===== src/rtl/acc_pkg.sv =====
// Shared types, constants and arithmetic steps for the tilt and vibration block.
// Used by acc_front, acc_fifo, acc_back and the top level; depends on nothing.
package acc_pkg;

    localparam int AXIS_W       = 16;
    localparam int MAG_W        = AXIS_W + 1;
    localparam int SUM_W        = 32;
    localparam int RAD_W        = SUM_W + 16;
    localparam int ROOT_W       = RAD_W / 2;
    localparam int SQRT_STEPS   = ROOT_W;
    localparam int CORDIC_STEPS = 16;
    localparam int CW           = 28;
    localparam int ANG_FRAC     = 12;
    localparam int TILT_W       = 15;
    localparam int TILT_MAX     = 9000;
    localparam int ONEG_W       = 15;
    localparam int VIB_W        = 16;
    localparam int FIFO_DEPTH   = 4;
    localparam int FIFO_AW      = $clog2(FIFO_DEPTH);

    // One classified sample: the three sums of squares and the two numerators.
    typedef struct packed {
        logic [SUM_W-1:0] s_xz;
        logic [SUM_W-1:0] s_yz;
        logic [SUM_W-1:0] s_all;
        logic [MAG_W-1:0] num_tx;
        logic [MAG_W-1:0] num_ty;
        logic             neg_tx;
        logic             neg_ty;
    } t_item;

    // Square root digit state.
    typedef struct packed {
        logic [RAD_W-1:0]  rem;
        logic [ROOT_W-1:0] root;
    } t_sqrt;

    // CORDIC vector and angle.
    typedef struct packed {
        logic signed [CW-1:0] x;
        logic signed [CW-1:0] y;
        logic signed [CW-1:0] z;
    } t_cordic;

    // Queue status seen by the front and the back.
    typedef struct packed {
        logic full;
        logic empty;
    } t_fifo_stat;

    // atan(2^-i) in hundredths of a degree with 12 fraction bits.
    function automatic logic signed [CW-1:0] atan_entry(input int i);
        logic signed [CW-1:0] v;
        case (i)
            0:  v = 28'sd18432000;
            1:  v = 28'sd10881045;
            2:  v = 28'sd5749245;
            3:  v = 28'sd2918407;
            4:  v = 28'sd1464867;
            5:  v = 28'sd733147;
            6:  v = 28'sd366663;
            7:  v = 28'sd183343;
            8:  v = 28'sd91673;
            9:  v = 28'sd45837;
            10: v = 28'sd22918;
            11: v = 28'sd11459;
            12: v = 28'sd5730;
            13: v = 28'sd2865;
            14: v = 28'sd1432;
            15: v = 28'sd716;
            16: v = 28'sd358;
            17: v = 28'sd179;
            18: v = 28'sd90;
            19: v = 28'sd45;
            20: v = 28'sd22;
            21: v = 28'sd11;
            22: v = 28'sd6;
            23: v = 28'sd3;
            default: v = '0;
        endcase
        return v;
    endfunction

    // One result bit of the restoring square root at bit position b.
    function automatic t_sqrt sqrt_step(input t_sqrt s, input int b);
        t_sqrt            o;
        logic [RAD_W:0]   t;
        t = ({{(RAD_W-ROOT_W+1){1'b0}}, s.root} << (b + 1))
            + ({{RAD_W{1'b0}}, 1'b1} << (2 * b));
        o = s;
        if ({1'b0, s.rem} >= t) begin
            o.rem  = s.rem - t[RAD_W-1:0];
            o.root = s.root | ({{(ROOT_W-1){1'b0}}, 1'b1} << b);
        end
        return o;
    endfunction

    // One vectoring rotation with floor shifts by i.
    function automatic t_cordic cordic_step(input t_cordic c, input int i);
        t_cordic o;
        o = c;
        if (c.y > 0) begin
            o.x = c.x + (c.y >>> i);
            o.y = c.y - (c.x >>> i);
            o.z = c.z + atan_entry(i);
        end else if (c.y < 0) begin
            o.x = c.x - (c.y >>> i);
            o.y = c.y + (c.x >>> i);
            o.z = c.z - atan_entry(i);
        end
        return o;
    endfunction

    // Round the angle, hold it to the range and apply the sign.
    function automatic logic [TILT_W-1:0] tilt_finish(input logic signed [CW-1:0] z,
                                                      input logic neg, input logic zero);
        logic [CW-1:0]     r;
        logic [TILT_W-1:0] t;
        r = '0;
        if (z >= 0) begin
            r = CW'((z + CW'(1 << (ANG_FRAC - 1))) >>> ANG_FRAC);
        end
        if (r > CW'(TILT_MAX)) begin
            t = TILT_W'(TILT_MAX);
        end else begin
            t = r[TILT_W-1:0];
        end
        if (zero) begin
            t = '0;
        end else if (neg) begin
            t = TILT_W'(-t);
        end
        return t;
    endfunction

endpackage


===== src/rtl/acc_front.sv =====
// Front end: takes a sample, squares the axes and classifies the numerators.
// Depends on acc_pkg; feeds acc_fifo.
module acc_front (
    input  logic                               i_clk,
    input  logic                               i_rst_n,
    input  logic                               i_valid,
    output logic                               o_stall,
    input  logic signed [acc_pkg::AXIS_W-1:0]  i_accel_x,
    input  logic signed [acc_pkg::AXIS_W-1:0]  i_accel_y,
    input  logic signed [acc_pkg::AXIS_W-1:0]  i_accel_z,
    input  acc_pkg::t_fifo_stat                i_fifo_stat,
    output logic                               o_push,
    output acc_pkg::t_item                     o_item
);
    import acc_pkg::*;

    logic             r_valid;
    logic [SUM_W-1:0] r_xx, r_yy, r_zz;
    logic [MAG_W-1:0] r_ax, r_ay;
    logic             r_neg_tx, r_neg_ty;
    logic             accept;
    logic [MAG_W-1:0] n_ax, n_ay;

    // The stage holds while its square sums cannot enter the queue.
    assign o_stall = r_valid && i_fifo_stat.full;
    assign accept  = i_valid && !o_stall;
    assign o_push  = r_valid && !i_fifo_stat.full;

    // Magnitudes of the axes; the most negative count becomes +32768.
    assign n_ax = i_accel_x[AXIS_W-1] ? MAG_W'(-{i_accel_x[AXIS_W-1], i_accel_x})
                                      : MAG_W'({1'b0, i_accel_x});
    assign n_ay = i_accel_y[AXIS_W-1] ? MAG_W'(-{i_accel_y[AXIS_W-1], i_accel_y})
                                      : MAG_W'({1'b0, i_accel_y});

    always_ff @(posedge i_clk) begin
        if (!i_rst_n) begin
            r_valid <= 1'b0;
        end else if (accept) begin
            r_valid <= 1'b1;
        end else if (o_push) begin
            r_valid <= 1'b0;
        end
    end

    // Squares and signs of the two numerators.
    always_ff @(posedge i_clk) begin
        if (accept) begin
            r_xx     <= SUM_W'(i_accel_x * i_accel_x);
            r_yy     <= SUM_W'(i_accel_y * i_accel_y);
            r_zz     <= SUM_W'(i_accel_z * i_accel_z);
            r_ax     <= n_ax;
            r_ay     <= n_ay;
            r_neg_tx <= i_accel_y[AXIS_W-1];
            r_neg_ty <= !i_accel_x[AXIS_W-1] && (i_accel_x != '0);
        end
    end

    // Sums for the three square roots.
    always_comb begin
        o_item.s_xz   = r_xx + r_zz;
        o_item.s_yz   = r_yy + r_zz;
        o_item.s_all  = r_xx + r_yy + r_zz;
        o_item.num_tx = r_ay;
        o_item.num_ty = r_ax;
        o_item.neg_tx = r_neg_tx;
        o_item.neg_ty = r_neg_ty;
    end

endmodule


===== config.mk =====
export PLATFORM = sky130hd
export DESIGN_NAME = acc_front
export DESIGN_NICKNAME = d
export VERILOG_FILES = /design/src/rtl/acc_pkg.sv /design/src/rtl/acc_front.sv
export SDC_FILE = /design/constraint.sdc
export NUM_CORES = 2
export LEC_CHECK = 0
export ABC_CLOCK_PERIOD_IN_PS = 9980
export BUFFER_PORTS_ARGS = -buffer_cell sky130_fd_sc_hd__buf_2
export CORE_MARGIN = 2
export CORE_UTILIZATION = 40
export CTS_BUF_LIST = sky130_fd_sc_hd__clkbuf_16
export DETAILED_ROUTE_END_ITERATION = 7
export REMOVE_ABC_BUFFERS = 1
export SYNTH_ARGS = -nofsm -noshare
export SYNTH_HDL_FRONTEND = slang
export SYNTH_SLANG_ARGS = --single-unit

===== constraint.sdc =====
create_clock -name i_clk -period 9.98 [get_ports i_clk]
set_input_delay 0.998 -clock i_clk [delete_from_list [all_inputs] [get_ports i_clk]]
set_output_delay 0.998 -clock i_clk [all_outputs]
set_load 0.02 [all_outputs]

==> metrics.txt <==
Post-CTS Resized=0; largest clock skew in the final design=approximately 11 ps; total congestion overflow after global routing=0; data arrival time at the worst-slack endpoint=a little under 8000 ps; overall die area=just over 0.09 mm²; clock transition at the registers of the reported paths=60 ps; wire per inst=17.2 µm; number of antenna violations at the first check in global routing=3; number of buffers created by CTS=17; highest-count cells in the layout ignoring fill and taps=inv_1 (967), fa_1 (732), ha_1 (368), nand2_1 (297), nor2_1 (206); dominant combinational cell family by area after synthesis=adder cells; number of violations reported at the end of detailed-routing iteration 0=1334; ports placed on the boundary=187; multiplexer fraction of the synthesized cell area=less than 1%; worst rel slew slack=35.2%; kind of critical path=in2reg; nets@finish=between 5000 and 6000; number of enable flip-flop cells after synthesis=127; fillers=roughly 8600; final setup TNS=0 ps; Final Hold Slack=between 600 and 700 ps; Synth Warn #=0; drt pass-1 iters=5; hold path startpoint=r_valid; data required time of the critical path=10200 ps; area share of and/or/nand/nor cells after synthesis=under 10%; count of endpoints failing setup in the final report=0; Floorplan Core Area=between 0.08 and 0.09 mm²; number of global-route vias before repair=roughly 26000; area occupied by multi-input gates=0.0277 mm²; CP most frequent cell=fa_1; startpoint of the worst-slack reg-to-reg timing path=r_valid; Post-Syn Area per Cell=between 9 and 10 µm²; reg-to-reg endpoint=r_ay[15]; Hold Crit Endpoint=r_valid; outcome=completed; Post-Synth XOR/XNOR Area=slightly below 6%; buffers inserted by post-CTS timing repair=0; wirelength, routed=roughly 86000 µm; Worst path top cell family by delay=adder cells; synthesized instance count=about 3700; fraction of the mapped netlist area in adder cells=a little over half; worst stage delay on the critical path=540 ps; post-synthesis compound-gate area fraction=8.18%; synthesis-stage register bit count=between 100 and 150; vias per cell=approximately 4.9; Async SR Flop Fraction=0%; Chip Width=302 µm; highest net fanout along the worst path=18; pin count of the biggest net entering global routing=roughly 70; ordered list of cells on the worst path=buf_2 -> clkinv_1 -> nor2_1 -> fa_1 -> inv_1 -> fa_1 -> fa_1 -> fa_1 -> inv_1 -> fa_1 -> inv_1 -> fa_1 -> inv_1 -> ha_1 -> and3_1 -> a221oi_1 -> o21ai_1 -> nor2_1 -> o221ai_1 -> a211o_1 -> a311oi_1 -> a21oi_1 -> xnor2_1; unique cell type count in the Yosys netlist=68; reported max-cap violation count=0; number of vias in the routed layout=between 20000 and 25000; worst-case register-to-register setup slack=between 7000 and 8000 ps; area added between synthesis and finish=7.32%; remaining design rule violation count=0; logic depth of the worst register-to-register path=4; shortest clock period the worst path allows after layout=between 7000 and 8000 ps; clock latency on the worst-skew pair=480 ps; highest clock rate=between 100 and 150 MHz; row cnt=109; area taken by flip-flops and latches=around 0.0038 mm²; remaining antenna violation count=0; wire length of the first global-routing pass=139000 µm; depth of the worst hold-timing path=2; starting density of the core=between 40 and 50%; Setup Slack @ Placement=between 1500 and 2000 ps; RD Place Congestion=approximately 0.9; classification of the worst-slack hold path=reg2reg; combined buffer and inverter count along the critical path=6; most common cell after layout, fill and taps aside=inv_1; type of origin of the critical path=input port; ys flop type=edfxtp_1; H-tree levels=4; cell with the largest stage delay on the worst path=fa_1; CTS sink cnt=128; clock tree root driver cell=clkbuf_16; number of hold buffers added after CTS=0; Post-Synthesis Cell Area=0.0356 mm²; die height=302 µm; final worst setup slack=about 2400 ps; ratio of cells with drive above 1 in the final layout=6.68%; Detail Placement HPWL=73000 µm; CTS tree=built; sequential area share after synthesis=roughly 11%; Final period util=approximately 75%; setup repair after global routing missed its margin=no; count of input and output buffers=185; final core utilization=43.3%; total count of max-transition violations in the final report=0; Max Root-Sink Buffers=2; Worst Tran Pin Value=around 970 ps; n_diodes=0; final hold violations=0; total routing usage reported by global routing=between 10% and 20%; type of destination of the critical path=flop
synth_stat cells (11+ instances only):
cell type	n	area, µm²
nand2_1	297	1110
a31oi_1	12	75.1
xnor2_1	187	1640
and2_1	89	557
o21bai_1	28	210
o21a_1	25	188
nand3_1	32	160
fa_1	732	14700
nand4_1	13	81.3
o31ai_1	12	90.1
a211o_1	11	96.3
inv_1	965	3620
nand2b_1	19	119
a31o_2	13	114
edfxtp_1	127	3810
a21oi_1	129	646
and3_1	13	81.3
clkbuf_1	84	315
xor2_1	54	473
o21ai_0	67	335
nor2b_1	24	150
nor3_1	33	165
ha_1	368	4600
nor2_1	206	773
a21o_1	61	458
a211oi_1	21	158
worst max-delay path by stage:
stage | startpoint | endpoint | cells past startpoint
after detailed placement | i_accel_y[1] | r_yy[31] | 23
after global routing | i_accel_y[1] | r_yy[31] | 18
final | i_accel_y[1] | r_yy[31] | 23
after global placement | i_accel_y[1] | r_yy[31] | 23
after floorplan | i_fifo_stat[1] | r_ax[10] | 2
after CTS | i_accel_y[1] | r_yy[31] | 23
per-stage QoR:
stage	area [µm²]	std cells
final	38200	5029
after global routing	38200	5029
after floorplan	35200	3640
after global placement	37700	4997
after CTS	38200	5029
after detailed placement	37700	4997
cell type report:
type | count | share of cell area [%]
multi-input cells | 2539 | 72.7
flip-flops and latches | 128 | 10.0
inverters | 973 | 9.56
well taps | 1165 | 3.82
repair buffers | 192 | 2.56
clock buffers | 17 | 1.11
clock inverters | 15 | 0.252
cells by family after synthesis:
kind of cell    Yosys count
flops                   128
xor+xnor                241
fa+ha+maj              1100
buf+inv                1068
other cells               1
mux                       3
simple gates            758
compound gates          433
worst min-delay path, stage by stage, from the launching register on:
cell and delay (ps):
dfxtp_1 310, and2_1 210, o21a_1 130
state kept, by name, summed over array words and instances, names as in the netlist:
signal    count
r_ay         16
r_neg_tx      1
r_zz         31
r_xx         31
r_ax         16
r_yy         31
r_valid       1
r_neg_ty      1
metal layers:
layer	track usage [%]	share of wire, %	vias up
met5	0	0.0081	-
met2	32.4	47	546
met4	4.01	1.7	2
met3	4.22	6.4	80
met1	27.1	45	12600
li1	-	-	11700
Power is not shown: default switching activity piles up to over one toggle a cycle in this logic, so the estimate is an artifact.
