### src/rtl/acc_pkg.sv
// Shared types, constants and arithmetic steps for the tilt and vibration block.
// Used by acc_front, acc_fifo, acc_back and the top level; depends on nothing.
package acc_pkg;

    localparam int AXIS_W       = 16;
    localparam int MAG_W        = AXIS_W + 1;
    localparam int SUM_W        = 32;
    localparam int RAD_W        = SUM_W + 16;
    localparam int ROOT_W       = RAD_W / 2;
    localparam int SQRT_STEPS   = ROOT_W;
    localparam int CORDIC_STEPS = 16;
    localparam int CW           = 28;
    localparam int ANG_FRAC     = 12;
    localparam int TILT_W       = 15;
    localparam int TILT_MAX     = 9000;
    localparam int ONEG_W       = 15;
    localparam int VIB_W        = 16;
    localparam int FIFO_DEPTH   = 4;
    localparam int FIFO_AW      = $clog2(FIFO_DEPTH);

    // One classified sample: the three sums of squares and the two numerators.
    typedef struct packed {
        logic [SUM_W-1:0] s_xz;
        logic [SUM_W-1:0] s_yz;
        logic [SUM_W-1:0] s_all;
        logic [MAG_W-1:0] num_tx;
        logic [MAG_W-1:0] num_ty;
        logic             neg_tx;
        logic             neg_ty;
    } t_item;

    // Square root digit state.
    typedef struct packed {
        logic [RAD_W-1:0]  rem;
        logic [ROOT_W-1:0] root;
    } t_sqrt;

    // CORDIC vector and angle.
    typedef struct packed {
        logic signed [CW-1:0] x;
        logic signed [CW-1:0] y;
        logic signed [CW-1:0] z;
    } t_cordic;

    // Queue status seen by the front and the back.
    typedef struct packed {
        logic full;
        logic empty;
    } t_fifo_stat;

    // atan(2^-i) in hundredths of a degree with 12 fraction bits.
    function automatic logic signed [CW-1:0] atan_entry(input int i);
        logic signed [CW-1:0] v;
        case (i)
            0:  v = 28'sd18432000;
            1:  v = 28'sd10881045;
            2:  v = 28'sd5749245;
            3:  v = 28'sd2918407;
            4:  v = 28'sd1464867;
            5:  v = 28'sd733147;
            6:  v = 28'sd366663;
            7:  v = 28'sd183343;
            8:  v = 28'sd91673;
            9:  v = 28'sd45837;
            10: v = 28'sd22918;
            11: v = 28'sd11459;
            12: v = 28'sd5730;
            13: v = 28'sd2865;
            14: v = 28'sd1432;
            15: v = 28'sd716;
            16: v = 28'sd358;
            17: v = 28'sd179;
            18: v = 28'sd90;
            19: v = 28'sd45;
            20: v = 28'sd22;
            21: v = 28'sd11;
            22: v = 28'sd6;
            23: v = 28'sd3;
            default: v = '0;
        endcase
        return v;
    endfunction

    // One result bit of the restoring square root at bit position b.
    function automatic t_sqrt sqrt_step(input t_sqrt s, input int b);
        t_sqrt            o;
        logic [RAD_W:0]   t;
        t = ({{(RAD_W-ROOT_W+1){1'b0}}, s.root} << (b + 1))
            + ({{RAD_W{1'b0}}, 1'b1} << (2 * b));
        o = s;
        if ({1'b0, s.rem} >= t) begin
            o.rem  = s.rem - t[RAD_W-1:0];
            o.root = s.root | ({{(ROOT_W-1){1'b0}}, 1'b1} << b);
        end
        return o;
    endfunction

    // One vectoring rotation with floor shifts by i.
    function automatic t_cordic cordic_step(input t_cordic c, input int i);
        t_cordic o;
        o = c;
        if (c.y > 0) begin
            o.x = c.x + (c.y >>> i);
            o.y = c.y - (c.x >>> i);
            o.z = c.z + atan_entry(i);
        end else if (c.y < 0) begin
            o.x = c.x - (c.y >>> i);
            o.y = c.y + (c.x >>> i);
            o.z = c.z - atan_entry(i);
        end
        return o;
    endfunction

    // Round the angle, hold it to the range and apply the sign.
    function automatic logic [TILT_W-1:0] tilt_finish(input logic signed [CW-1:0] z,
                                                      input logic neg, input logic zero);
        logic [CW-1:0]     r;
        logic [TILT_W-1:0] t;
        r = '0;
        if (z >= 0) begin
            r = CW'((z + CW'(1 << (ANG_FRAC - 1))) >>> ANG_FRAC);
        end
        if (r > CW'(TILT_MAX)) begin
            t = TILT_W'(TILT_MAX);
        end else begin
            t = r[TILT_W-1:0];
        end
        if (zero) begin
            t = '0;
        end else if (neg) begin
            t = TILT_W'(-t);
        end
        return t;
    endfunction

endpackage

### src/rtl/acc_fifo.sv
// Short queue between the front end and the arithmetic pipeline.
// Depends on acc_pkg.
module acc_fifo (
    input  logic                i_clk,
    input  logic                i_rst_n,
    input  logic                i_push,
    input  acc_pkg::t_item      i_item,
    input  logic                i_pop,
    output acc_pkg::t_item      o_item,
    output acc_pkg::t_fifo_stat o_stat
);
    import acc_pkg::*;

    t_item              r_mem [0:FIFO_DEPTH-1];
    logic [FIFO_AW-1:0] r_wr, r_rd;
    logic [FIFO_AW:0]   r_cnt;

    assign o_stat.full  = (r_cnt == (FIFO_AW+1)'(FIFO_DEPTH));
    assign o_stat.empty = (r_cnt == '0);
    assign o_item       = r_mem[r_rd];

    // Pointers and fill level.
    always_ff @(posedge i_clk) begin
        if (!i_rst_n) begin
            r_wr  <= '0;
            r_rd  <= '0;
            r_cnt <= '0;
        end else begin
            if (i_push) begin
                r_wr <= r_wr + 1'b1;
            end
            if (i_pop) begin
                r_rd <= r_rd + 1'b1;
            end
            if (i_push && !i_pop) begin
                r_cnt <= r_cnt + 1'b1;
            end else if (!i_push && i_pop) begin
                r_cnt <= r_cnt - 1'b1;
            end
        end
    end

    // Entry storage.
    always_ff @(posedge i_clk) begin
        if (i_push) begin
            r_mem[r_wr] <= i_item;
        end
    end

    a_no_overflow: assert property (@(posedge i_clk) disable iff (!i_rst_n)
        i_push |-> !o_stat.full) else $error("push into full queue");
    a_no_underflow: assert property (@(posedge i_clk) disable iff (!i_rst_n)
        i_pop |-> !o_stat.empty) else $error("pop from empty queue");
    a_count_bound: assert property (@(posedge i_clk) disable iff (!i_rst_n)
        r_cnt <= (FIFO_AW+1)'(FIFO_DEPTH)) else $error("queue level out of range");
    a_count_track: assert property (@(posedge i_clk) disable iff (!i_rst_n)
        (i_push && !i_pop) |=> r_cnt == $past(r_cnt) + 1'b1)
        else $error("queue level missed a request");

endmodule

### config.mk
export PLATFORM = sky130hd
export DESIGN_NAME = acc_fifo
export DESIGN_NICKNAME = d
export VERILOG_FILES = /design/src/rtl/acc_pkg.sv /design/src/rtl/acc_fifo.sv
export SDC_FILE = /design/constraint.sdc
export NUM_CORES = 1
export LEC_CHECK = 0
export ABC_AREA = 1
export ABC_CLOCK_PERIOD_IN_PS = 3850
export BUFFER_PORTS_ARGS = -buffer_cell sky130_fd_sc_hd__buf_2
export CAP_MARGIN = 20
export CORE_ASPECT_RATIO = 2
export CORE_MARGIN = 8
export CORE_UTILIZATION = 40
export DETAILED_ROUTE_END_ITERATION = 10
export GPL_TIMING_DRIVEN = 0
export HOLD_SLACK_MARGIN = 0.03
export PLACE_DENSITY_LB_ADDON = 0.1
export SLEW_MARGIN = 20
export SYNTH_ARGS = -nofsm -noshare
export SYNTH_HDL_FRONTEND = slang
export SYNTH_SLANG_ARGS = --single-unit
### constraint.sdc
create_clock -name i_clk -period 3.85 [get_ports i_clk]
set_input_delay 0.1925 -clock i_clk [delete_from_list [all_inputs] [get_ports i_clk]]
set_output_delay 0.1925 -clock i_clk [all_outputs]
set_load 0.05 [all_outputs]
==> impl_results.md, run 1 <==
- Final clock skew: 16.5 ps
- Net switching power: 3.60 mW
- Mapped Area: 19900 sq um
- Row count: 115
- Placed Instance Area: 22100 sq um
- Max-slew headroom: 50.9%
- Hold path cells: 2
- Leakage power: 8.74 nW
- Slowest cell on crit path: dfxtp_1
- Avg Vias per Cell: 5.16
- Flop pwr share: 51.0%
- Seq/Total Area, Yosys: 80.8%
- H-tree lvl count: 2
- Worst setup path class: flop to output pin
- Clk sinks: 537
- Max-slew violations: 0
- Largest family of logic cells by synthesized area: compound AO/OA/AOI/OAI gates
- Vias in the first global route: 13700
- Deepest clock path buffer count: 3
- Drt wl/cell: 22.1 um
- Final GP Congestion: 0.737
- Num ports: 270
- CP Data Arrival Time: 2700 ps
- Final ANT Viol Nets: 0
- First-pass GRT wire length: 81.1 mm
- Syn_area_per_cell: 14.9 sq um
- Vias post-DR: 12800
- Die Width: 174 um
- Required @ worst endpoint: 3660 ps
- Hold Worst Slack: 368 ps
- Commonest cells in the synthesized netlist: edfxtp_1 (528), nor2_1 (269), o21ai_0 (142), o22ai_1 (132), o21ai_1 (128)
- Synth warn: 0
- Mux share of post-synthesis cell area: 0%
- Area contributors post-synth: edfxtp_1 (80%), nor2_1 (5.1%), o22ai_1 (4.2%)
- Maximum fanout along the worst path: 10
- R2R depth: 5
- RSZ-0062 raised after global routing: false
- Final setup margin: 955 ps
- Clk slew on worst S/H paths: 60 ps
- Post-synth top area cell: edfxtp_1
- Count leader, synth: edfxtp_1
- CP cell instances: inv_2, buf_4, clkbuf_1, o21ai_1, o22ai_1, buf_2
- Crit end category: output pin
- Adder-cell share of the synthesized area: 0.416%
- Min-Delay Path Class: input port to flop
- Worst path depth: 6
- Antenna violations before repair: 3
- DRT iter0 DRCs: 647
- Place WS: 1450 ps
- Final Non-Filler Cells: 2475
- Die footprint: 57500 sq um
- Post-synth EDFFs: 528
- Actual slew at the worst max-slew pin: 736 ps
- Worst-Skew Late Latency: 580 ps
- Largest net degree at the start of global routing: 81
- Total Wirelength: 54.8 mm
- Setup violations, final: 0
- Flop2flop setup slack: 1790 ps
- DR DRC count: 0
- I/O Buffers: 269
- HPWL after DPL: 34.4 mm
- CTS resizes: 0
- CORE AREA: 49100 sq um
- Final period util: 75.2%
- Clock power frac: 33.9%
- Comb power frac: 15.1%
- Post-synthesis xor/xnor area fraction: 0%
- Period minus WS final: 2900 ps
- Pwr per Cell Area: 529 nW/um^2
- Maxcap violations: 0
- Synth Net Count: 1476
- Post-synth top flop: edfxtp_1
- Synth cell types: 20
- FMAX: 345 MHz
- CTS Buf Count: 47
- Startpoint class of the critical path: flop
- WP buf/inv: 4
- Layout cell share with drive strength beyond 1: 21.7%
- Area growth syn-to-layout: 25.6%
- GRT Total Usage: 18.6%
- Max stage delay on crit path: 450 ps
- Die H: 331 um
- Reg-to-Reg End: r_mem[0][35]$_DFFE_PP_
- CTS tree: done
- Post-synthesis compound-gate area fraction: 11.1%
- CP Capture Point: o_item[64]
- Hold Fails Final Rpt: 0
- FF-to-FF Start: r_wr[0]$_SDFFE_PN0P_
- Final Cell Area: 24900 sq um
- Family with the most delay on the worst path: buffers and inverters
- Pint: 9.61 mW
- Status: completed
- Switching share of total power: 27.2%
- CTS Root Cell: clkbuf_16
- Placed Cells: 2250
- Initial Utilization: 40.5%
- Mapped Cells: 1334
- Total congestion overflow: 0
- Peak VDD IR: 0.384 mV
- Net total in the final layout: 1933
- Simple-gate share of the synthesized area: 5.36%
- Ys async rst share: 0%
- Power, Total: 13.2 mW
- Top-area cell type share of the netlist area: 79.9%
- Synth Register Bits: 537
- Detailed Routing Iterations Pass 1: 5
[cells by family after synthesis]
family / Yosys count
AO/OA/AOI/OAI: 406
AND/OR/NAND/NOR: 282
flip-flops: 537
buffers and inverters: 103
adder cells (fa/ha/maj): 6
[timing repair]
action                                 4_1_cts  5_1_grt
buffers inserted                             0        0
endpoints found under the hold margin      537        0
setup endpoints to repair                    0        0
hold buffers                               135        0
[final cells by class]
type / count / area (sq um)
Multi-Input combinational cell: 694 / 3340
Timing Repair Buffer: 408 / 2810
Clock inverter: 24 / 180
Fill cell: 4204 / 24100
Tap cell: 643 / 805
Buffer: 86 / 412
Sequential cell: 537 / 16000
Clock buffer: 63 / 1260
Inverter: 17 / 93.8
Antenna cell: 3 / 7.51
[how the worst min path moves through the flow]
stage                     startpoint                      to  slack (ps)
after global placement    i_item[70]  r_mem[3][70]$_DFFE_PP_         400
after CTS                 i_item[15]  r_mem[1][15]$_DFFE_PP_         320
after detailed placement  i_item[51]  r_mem[3][51]$_DFFE_PP_         410
final                     i_item[13]  r_mem[0][13]$_DFFE_PP_         370
after global routing       i_item[0]   r_mem[0][0]$_DFFE_PP_         350
after floorplan            i_item[0]   r_mem[0][0]$_DFFE_PP_         290
[through the flow]
| stage | util [%] | TNS (ps) |
|---|---|---|
| floorplan | - | 0 |
| global placement | 44.9 | -1161810 |
| detailed placement | 45.1 | 0 |
| CTS | 50.8 | 0 |
| global route | 50.8 | 0 |
| finish | 50.8 | 0 |
[layer usage]
| layer | GRT usage, % | part of all wire, % | wire (um) |
|---|---|---|---|
| met1 | 20.5 | 39 | 21400 |
| met2 | 34.1 | 52 | 28300 |
| met3 | 4.53 | 6.4 | 3490 |
| met4 | 6.81 | 2.9 | 1590 |
| met5 | 0 | 0.024 | 13 |
[cells in the final DEF, fill, tap and decap left out, types with 9 or more instances in the layout]
cell	netlist	layout
inv_1	15	11
buf_2	44	313
clkbuf_16	0	47
nor2_1	269	269
o21ai_1	128	128
dlygate4sd3_1	0	135
nand2_1	9	9
clkbuf_1	32	46
o22ai_1	132	132
o21ai_0	142	142
edfxtp_1	528	528
clkinv_1	0	10
dfxtp_1	9	9
[power by group through the flow]
stage                     logic [mW]  clock network [mW]  registers, mW
after global placement          1.88                   0           6.92
after global routing            2.13                4.77           6.75
after floorplan                 1.23                   0           6.88
after CTS                       2.03                4.58           6.74
after detailed placement        1.91                   0           6.86
final                           1.99                4.47           6.74
[sequential cells by signal, summed over array words and instances, names as in the netlist, named ones only]
signal,cells
r_cnt,3
r_mem,528
r_rd,2
r_wr,2
No activity file was read; power rests on OpenSTA's default activity.
==> inputs of run 2 (changes only) <==
ABC_CLOCK_PERIOD_IN_PS = 2800   (was 3850)
clock period = 2.8 ns   (was 3.85 ns; I/O delays follow)
==> run 2 against run 1 <==
  * Cell count rose by 0.65%
  * Die area is the same
  * Worst hold slack lost 58 ps
  * Clock skew is 2.1 ps lower
  * Critical endpoint is now o_item[55]
==> impl_results.md, run 2 (synthesized netlist as in run 1, its figures left out) <==
- Num ports: 270 (unchanged)
- Worst setup path class: flop to output pin
- Vias post-DR: 12800 (-0.0078%)
- Period minus WS final: 2670 ps
- Required @ worst endpoint: 2660 ps (-1000 ps)
- Most common cell after layout, fill and taps aside: edfxtp_1
- Startpoint class of the critical path: flop
- Final GP Congestion: 0.759 (+2.9%)
- HPWL after DPL: 35.8 mm (+4.1%)
- Setup violations, final: 0 (unchanged)
- CORE AREA: 49100 sq um (unchanged)
- Comb power frac: 15.0% (about the same)
- Final ANT Viol Nets: 0 (unchanged)
- Clk sinks: 537 (unchanged)
- Final Non-Filler Cells: 2491 (+0.65%)
- Worst-Skew Late Latency: 580 ps (about the same)
- CTS Buf Count: 47 (unchanged)
- Switching share of total power: 26.7% (-0.54 points)
- Leakage power: 8.95 nW (+2.4%)
- First-pass GRT wire length: 81.1 mm (about the same)
- Top flop regs: r_mem: 528 flops, r_cnt: 3 flops
- Row count: 115 (unchanged)
- Final period util: 95.4%
- Initial Utilization: 40.5% (unchanged)
- Max stage delay on crit path: 420 ps (-30 ps)
- Pint: 13.7 mW (+42%)
- RSZ-0062 raised after global routing: false
- Net total in the final layout: 1950 (+0.88%)
- Total congestion overflow: 0 (unchanged)
- CP cell instances: buf_4, clkbuf_1, o21ai_0, o22ai_1, buf_2
- Placed Cells: 2268 (+0.80%)
- Maximum fanout along the worst path: 19 (+9)
- Max-slew headroom: 51.4% (+0.44 points)
- I/O Buffers: 269 (unchanged)
- Deepest clock path buffer count: 3 (unchanged)
- Crit end category: output pin
- Largest reg by FF count: r_mem
- Final setup margin: 129 ps (-826 ps)
- Clk slew on worst S/H paths: 60 ps (about the same)
- FMAX: 374 MHz
- Min-Delay Path Class: input port to flop
- Slowest cell on crit path: clkbuf_1
- Vias in the first global route: 13300 (-2.5%)
- Pwr per Cell Area: 733 nW/um^2 (+38%)
- GRT Total Usage: 18.5% (-0.045 points)
- Antenna violations before repair: 3 (unchanged)
- DRT iter0 DRCs: 792 (+22%)
- Clock power frac: 35.3% (+1.4 points)
- Detailed Routing Iterations Pass 1: 5 (unchanged)
- WP buf/inv: 3 (-1)
- Die Width: 174 um (unchanged)
- Final clock skew: 14.4 ps (-2.14 ps)
- Die footprint: 57500 sq um (unchanged)
- Maxcap violations: 0 (unchanged)
- Hold Fails Final Rpt: 0 (unchanged)
- Drt wl/cell: 21.8 um (-1.6%)
- CP Data Arrival Time: 2530 ps (-170 ps)
- Die H: 331 um (unchanged)
- Net switching power: 4.98 mW (+39%)
- Largest register FFs: 528 (unchanged)
- Most frequent cells in the layout: edfxtp_1 (528), buf_2 (309), nor2_1 (269)
- H-tree lvl count: 2 (unchanged)
- Largest net degree at the start of global routing: 28 (-65%)
- Layout cell share with drive strength beyond 1: 23.7% (+2.1 points)
- Power, Total: 18.7 mW (+41%)
- CTS Root Cell: clkbuf_16
- Place WS: 329 ps (-1120 ps)
- CTS tree: done
- Family with the most delay on the worst path: buffers and inverters
- Flop pwr share: 49.7% (-1.3 points)
- Max-slew violations: 0 (unchanged)
- Area growth syn-to-layout: 28.2%
- Setup TNS: 0 ps (unchanged)
- Peak VDD IR: 0.574 mV (+50%)
- Actual slew at the worst max-slew pin: 728 ps (-8.09 ps)
- Total Wirelength: 54.3 mm (-0.99%)
- Status: completed
- DR DRC count: 0 (unchanged)
- Avg Vias per Cell: 5.13 (-0.65%)
==> run 2: area by class of cell <==
class | count | area (sq um)
fill | 4171 | 23600
sequential | 537 | 16000
multi-input combinational | 694 | 3360
timing repair buffer | 426 | 3190
clock buffer | 59 | 1260
tap | 643 | 805
buffer | 85 | 420
clock inverter | 28 | 293
inverter | 17 | 78.8
antenna | 2 | 5.00
==> run 2: power by group through the flow <==
stage	Combinational (mW)	Clock [mW]	Sequential, mW
2_1_floorplan	1.70	0	9.45
5_1_grt	2.99	7.00	9.28
6_report	2.81	6.59	9.26
3_5_place_dp	2.69	0	9.44
4_1_cts	2.86	6.72	9.26
3_3_place_gp	2.58	0	9.48
==> run 2: timing repair <==
item	CTS	global route
endpoints found under the hold margin	537	0
cloned	0	0
setup endpoints to repair	77	12
hold buffers	135	0
buffers inserted	0	0
resized for setup	8	8
==> run 2: worst paths after layout <==
path | from | cells after the start | slack (ps) | end
worst min register to register | r_rd[1]$_SDFFE_PN0P_ | 1 | 440 | flop
worst max register to register | r_wr[0]$_SDFFE_PN0P_ | 7 | 450 | r_mem[0][113]$_DFFE_PP_
worst min-delay path | i_item[22] | 2 | 310 | r_mem[3][22]$_DFFE_PP_
worst max-delay path | flop | 5 | 130 | o_item[55]
==> run 2: stage by stage <==
stage                     hold slack [ps]  area, sq um  util [%]
after floorplan                       239        19900         -
after global placement                351        22000      44.9
after detailed placement              355        22500      45.9
after CTS                             279        25400      51.9
after global routing                  292        25500      51.9
final                                 310        25500      51.9
==> run 2: routing by layer <==
metal	vias to the layer above	track usage [%]	wire length, um	share of wire (%)
met1	6289	21.0	21400	39
met2	387	33.2	27600	51
met5	-	0	23	0.042
met3	91	4.65	3620	6.7
met4	4	6.89	1610	3.0
li1	6001	-	-	-
==> run 2: worst reg2reg max path: stages (launching register included) <==
cell and delay (ps):
dfxtp_2 350, inv_2 60, ha_2 180, nand2_2 70
clkinvlp_4 580, buf_16 420, buf_12 210, buf_12 220
